## src/rtl/abkf_pkg.sv

```systemverilog
// Shared types, constants and helpers for the angle/bias Kalman filter.
// No dependencies; every other file imports this package.
package abkf_pkg;

    localparam int NUM_AXES_DEF = 2;

    localparam int CFG_W      = 17;
    localparam int CFG_ADDR_W = 2;
    localparam int MEAS_W     = 25;
    localparam int RATE_W     = 28;
    localparam int DT_W       = 24;
    localparam int DATA_W     = 32;
    localparam int OPA_W      = 34;   // widest multiplier operand A
    localparam int OPB_W      = 33;   // widest multiplier operand B
    localparam int PROD_W     = OPA_W + OPB_W;
    localparam int RND_W      = PROD_W - 16;
    localparam int ACC_W      = RND_W + 1;
    localparam int S_W        = 34;   // innovation variance P00 + R

    localparam logic [CFG_ADDR_W-1:0] CFG_ANGLE_Q = 2'd0;
    localparam logic [CFG_ADDR_W-1:0] CFG_BIAS_Q  = 2'd1;
    localparam logic [CFG_ADDR_W-1:0] CFG_MEAS_R  = 2'd2;

    localparam logic [CFG_W-1:0] ANGLE_Q_RST = 17'd66;
    localparam logic [CFG_W-1:0] BIAS_Q_RST  = 17'd197;
    localparam logic [CFG_W-1:0] MEAS_R_RST  = 17'd1966;

    // update steps, in issue order
    typedef enum logic [3:0] {
        OP_ANG_PRED,
        OP_P00_PRED,
        OP_P01_PRED,
        OP_P10_PRED,
        OP_P11_PRED,
        OP_K0,
        OP_K1,
        OP_ANG_CORR,
        OP_BIAS_CORR,
        OP_P00_CORR,
        OP_P01_CORR,
        OP_P10_CORR,
        OP_P11_CORR
    } op_t;

    typedef struct packed {
        op_t  op;
        logic accept;
        logic load;
        logic mul;
        logic rnd;
        logic acc;
        logic div_start;
        logic finish;
    } abkf_cmd_t;

    typedef struct packed {
        logic axis_ok;
        logic div_done;
    } abkf_status_t;

    function automatic logic signed [DATA_W-1:0] sat32(input logic signed [ACC_W-1:0] x);
        logic signed [DATA_W-1:0] res;
        if (&x[ACC_W-1:DATA_W-1] || ~|x[ACC_W-1:DATA_W-1]) begin
            res = x[DATA_W-1:0];
        end else if (x[ACC_W-1]) begin
            res = {1'b1, {(DATA_W-1){1'b0}}};
        end else begin
            res = {1'b0, {(DATA_W-1){1'b1}}};
        end
        return res;
    endfunction

    // Q16.16 x Q16.16 steps: shift 16 and saturate the product
    function automatic logic is_qq(input op_t op);
        logic res;
        case (op)
            OP_ANG_PRED, OP_P00_PRED, OP_P01_PRED,
            OP_P10_PRED, OP_P11_PRED: res = 1'b0;
            default:                  res = 1'b1;
        endcase
        return res;
    endfunction

endpackage

```

## src/rtl/abkf_ctrl.sv

```systemverilog
// Sequencer for the filter update: accept, load, per-step multiply/round/accumulate,
// reciprocal wait and result hand-off. Depends on abkf_pkg.
module abkf_ctrl
    import abkf_pkg::*;
(
    input  logic         aclk,
    input  logic         aresetn,
    input  logic         s_valid,
    output logic         s_ready,
    output logic         m_valid,
    input  logic         m_ready,
    input  abkf_status_t status,
    output abkf_cmd_t    cmd
);

    typedef enum logic [7:0] {
        ST_IDLE = 8'b0000_0001,
        ST_LOAD = 8'b0000_0010,
        ST_MUL  = 8'b0000_0100,
        ST_RND  = 8'b0000_1000,
        ST_ACC  = 8'b0001_0000,
        ST_DIV  = 8'b0010_0000,
        ST_DIVW = 8'b0100_0000,
        ST_DONE = 8'b1000_0000
    } state_t;

    state_t state_reg, state_next;
    op_t    op_reg, op_next;
    logic   m_valid_reg, m_valid_next;
    logic   slot_free;

    assign s_ready   = (state_reg == ST_IDLE);
    assign m_valid   = m_valid_reg;
    assign slot_free = !m_valid_reg || m_ready;

    always_comb begin
        state_next   = state_reg;
        op_next      = op_reg;
        m_valid_next = m_valid_reg && !m_ready;
        cmd          = '0;
        cmd.op       = op_reg;
        case (state_reg)
            ST_IDLE: begin
                if (s_valid) begin
                    cmd.accept = 1'b1;
                    state_next = ST_LOAD;
                end
            end
            ST_LOAD: begin
                cmd.load   = 1'b1;
                op_next    = OP_ANG_PRED;
                state_next = status.axis_ok ? ST_MUL : ST_DONE;
            end
            ST_MUL: begin
                cmd.mul    = 1'b1;
                state_next = ST_RND;
            end
            ST_RND: begin
                cmd.rnd    = 1'b1;
                state_next = ST_ACC;
            end
            ST_ACC: begin
                cmd.acc = 1'b1;
                case (op_reg)
                    OP_P01_PRED: begin
                        // same rounded P11*dt feeds P10
                        op_next    = OP_P10_PRED;
                        state_next = ST_ACC;
                    end
                    OP_P11_PRED: state_next = ST_DIV;
                    OP_P11_CORR: state_next = ST_DONE;
                    default: begin
                        op_next    = op_t'(op_reg + 4'd1);
                        state_next = ST_MUL;
                    end
                endcase
            end
            ST_DIV: begin
                cmd.div_start = 1'b1;
                state_next    = ST_DIVW;
            end
            ST_DIVW: begin
                if (status.div_done) begin
                    op_next    = OP_K0;
                    state_next = ST_MUL;
                end
            end
            ST_DONE: begin
                if (slot_free) begin
                    cmd.finish   = 1'b1;
                    m_valid_next = 1'b1;
                    state_next   = ST_IDLE;
                end
            end
            default: state_next = ST_IDLE;
        endcase
    end

    always_ff @(posedge aclk) begin
        if (!aresetn) begin
            state_reg   <= ST_IDLE;
            op_reg      <= OP_ANG_PRED;
            m_valid_reg <= 1'b0;
        end else begin
            state_reg   <= state_next;
            op_reg      <= op_next;
            m_valid_reg <= m_valid_next;
        end
    end

endmodule

```

## config.mk

```make
export PLATFORM = sky130hd
export DESIGN_NAME = abkf_ctrl
export DESIGN_NICKNAME = d
export VERILOG_FILES = /design/src/rtl/abkf_pkg.sv /design/src/rtl/abkf_ctrl.sv
export SDC_FILE = /design/constraint.sdc
export NUM_CORES = 1
export LEC_CHECK = 0
export ABC_AREA = 1
export BUFFER_PORTS_ARGS = -buffer_cell sky130_fd_sc_hd__buf_2
export CAP_MARGIN = 20
export CORE_ASPECT_RATIO = 1.2
export CORE_MARGIN = 1.5
export CORE_UTILIZATION = 57
export DETAILED_ROUTE_END_ITERATION = 8
export HOLD_SLACK_MARGIN = 0.06
export MAX_ROUTING_LAYER = met4
export PLACE_DENSITY = 0.93
export SETUP_SLACK_MARGIN = 0.15
export SLEW_MARGIN = 5
export SYNTH_ARGS = -nofsm -noshare
export SYNTH_HDL_FRONTEND = slang
export SYNTH_SLANG_ARGS = --single-unit
```

## constraint.sdc

```tcl
create_clock -name aclk -period 3.7 [get_ports aclk]
set_clock_uncertainty 0.2 [all_clocks]
set_input_delay 1.11 -clock aclk [delete_from_list [all_inputs] [get_ports aclk]]
set_output_delay 1.11 -clock aclk [all_outputs]
set_load 0.01 [all_outputs]
```

==> results.toml <==
[worst_hold_path]
min_path_type = "flop to flop"

[cts]
numClockSinks = 13
htreeDepth = 1
cts_inserted_buffers = 3
clk_path_buf_depth = 2
postCtsHoldBufs = 0
cts_tree = "built"
post_cts_buffers = 0
clk_pin_slew_ns = 0.07
clock_latency_ns = 0.27
clockRootBuffer = "clkbuf_4"
ctsResizeCount = 0

[finish]
fillers = 130
drive_above_1_share = 0.284
layout.nets = 172
fin_area_mm2 = 0.00107
largest_reg_flops = 8
areaGrowthSynthToFinish_pct = 14.8
n_antenna_cell = 0

[synthesis]
muxShareOfSynthArea = 0
synth_warnings = 0
ys_ff_latch = 13
yosys.area.top_type = "dfxtp_1"
syn-num-nets = 149
synth_most_common_cell = "nand2_1"
yosys_most_used_dff = "dfxtp_1"
yosys-top-cells-area = "dfxtp_1 28%, nand2_1 11%, nor2_1 10%"
synth_fa_ha_area_frac = 0.0403
syn-instance-count = 140
ys_seq_area_frac = 0.280
synth_compound_area_frac = 0.0457
async_flop_share = 0
yosys.cell_types.count = 24
synth_edf_count = 0
synth_common_cells = "27 x nand2_1, 25 x nor2_1, 22 x inv_1"
yosys.area_share.xor_xnor = 0.0188
synth_top_family_by_area = "simple AND/OR/NAND/NOR gates"
yosys.area_share.simple = 0.509
synth_top_cell_area_share = 0.280
postSynthAreaPerCell_um2 = 6.65
netlist_area_um2 = 931

[die]
dieArea_mm2 = 0.00189
rows = 15
die_y_um = 47.3
coreArea_mm2 = 0.00148
initial_core_util = 0.628
die_w_um = 39.9
ios = 19

[routing]
vias_per_cell = 5.07
firstDrtPassIters = 4
drcViolationCount = 0
vias = 908
routedLengthMet1_um = 824
totalWireLength_um = 1990
antenna_left = 0
wl_per_cell_um = 11.1
route.met3.wl_um = 74
wl_met2_um = 1040
top_layer_used = "met4"
first_iter_violations = 19

[timing]
fin_setup_tns_ns = 0
finalWorstSetupSlack_ns = 0.794
fmax_ghz = 0.344
period_needed_ns = 2.91
setup_violations = 0
rsz0062_at_grt = "no"
drv_slew = 0
final_hold_viol_count = 0
min_period_over_period = 0.785
relSlewSlack = 0.848
tightest_slew_ns = 0.227

[placed_design]
io_buffers = 18
place_area_mm2 = 0.00104
gp_congestion = 0.916
dp_hpwl_um = 1670
post-place-ws_ns = 0.784

[worst_setup_path]
cp.required_ns = 2.39
critPathKind = "input port to output port"
slowest_delay_ns = 0.17
startpoint_type = "input port"
crit_chain = "buf_2 > nor2_1 > nor2_1 > buf_2"
worstPathArrival_ns = 1.60
worst-path-max-fanout = 3
path_delay_family = "simple AND/OR/NAND/NOR gates"
crit_path_end_kind = "output port"
rrSetupSlack_ns = 2.02
cp.buffers_inverters = 2
slowest_stage = "nor2_1"

[power_and_ir_drop]
powerDensity_mw_per_mm2 = 278
ir_drop_v = 0.000182
leakagePower_uw = 0.000598

[grt]
antenna_found_initial = 0
grt_pass1_wl_um = 3280
grt_max_degree = 8
grt_pass1_vias = 858
grtUsageTotal = 0.261
grt_overflow = 0

[outcome]
status = "complete, no violations"

[flow_run]
maxCapViolCount = 0
## layout by cell type (no fill, tap or decap), drive strengths merged
cell type  synthesis  routed
nor2              35      35
inv               25      25
nand3b             1       1
a21oi              4       4
nand2             35      35
nor4               1       1
nor3               2       2
xnor2              1       1
clkinv             1       1
dfxtp             13      13
nand4              1       1
o21ai              3       3
xor2               1       1
nand3             13      13
buf                0      18
o211ai             1       1
ha                 3       3
clkbuf             0       4
## power by group
part | switching (µW) | internal (µW) | total [µW]
clock | 43.8 | 41.7 | 85.5
sequential | 6.56 | 144 | 151
combinational | 38.8 | 21.7 | 60.6
## layout make-up
class,count,area (µm²),share of cell area
clock buffers,4,26.3,0.0246
multi-input cells,101,572,0.535
inverters,26,98.8,0.0925
repair buffers,18,90.1,0.0843
well taps,17,21.3,0.0199
flip-flops and latches,13,260,0.244
## path summary, 6_finish.rpt
path / startpoint / end / cells after the start
setup reg to reg: op_reg[0]$_SDFFE_PN0P_ / op_reg[2]$_SDFFE_PN0P_ / 8
hold reg to reg: m_valid$_SDFF_PN0_ / m_valid$_SDFF_PN0_ / 4
setup / recovery: m_ready / cmd[0] / 4
hold / removal: m_valid$_SDFF_PN0_ / m_valid$_SDFF_PN0_ / 4
## metal layers
| metal | track usage | up-vias |
|---|---|---|
| met4 | 0.131 | 0 |
| met3 | 0.0379 | 6 |
| met1 | 0.275 | 408 |
| li1 | - | 473 |
| met5 | - | - |
| met2 | 0.458 | 21 |
## kinds of logic after synthesis
kind of cell	Yosys count
adder cells (fa/ha/maj)	3
flip-flops	13
AND/OR/NAND/NOR	88
AO/OA/AOI/OAI	8
buffers and inverters	26
XOR/XNOR	2
## tightest hold or removal path, stage by stage (launching register included)
cell	delay, ns
dfxtp_1	0.31
inv_1	0.04
nor2_1	0.05
inv_1	0.05
a21oi_1	0.05
## metrics by stage
| step | hold WS [ns] | util | power [µW] | instances |
|---|---|---|---|---|
| global route | 0.404 | 0.721 | 314 | 179 |
| detailed placement | 0.345 | 0.703 | 215 | 175 |
| floorplan | 0.362 | - | 197 | 140 |
| CTS | 0.354 | 0.721 | 298 | 179 |
| finish | 0.350 | 0.721 | 297 | 179 |
| global placement | 0.323 | 0.703 | 212 | 175 |
No activity file was read; power rests on OpenSTA's default activity.
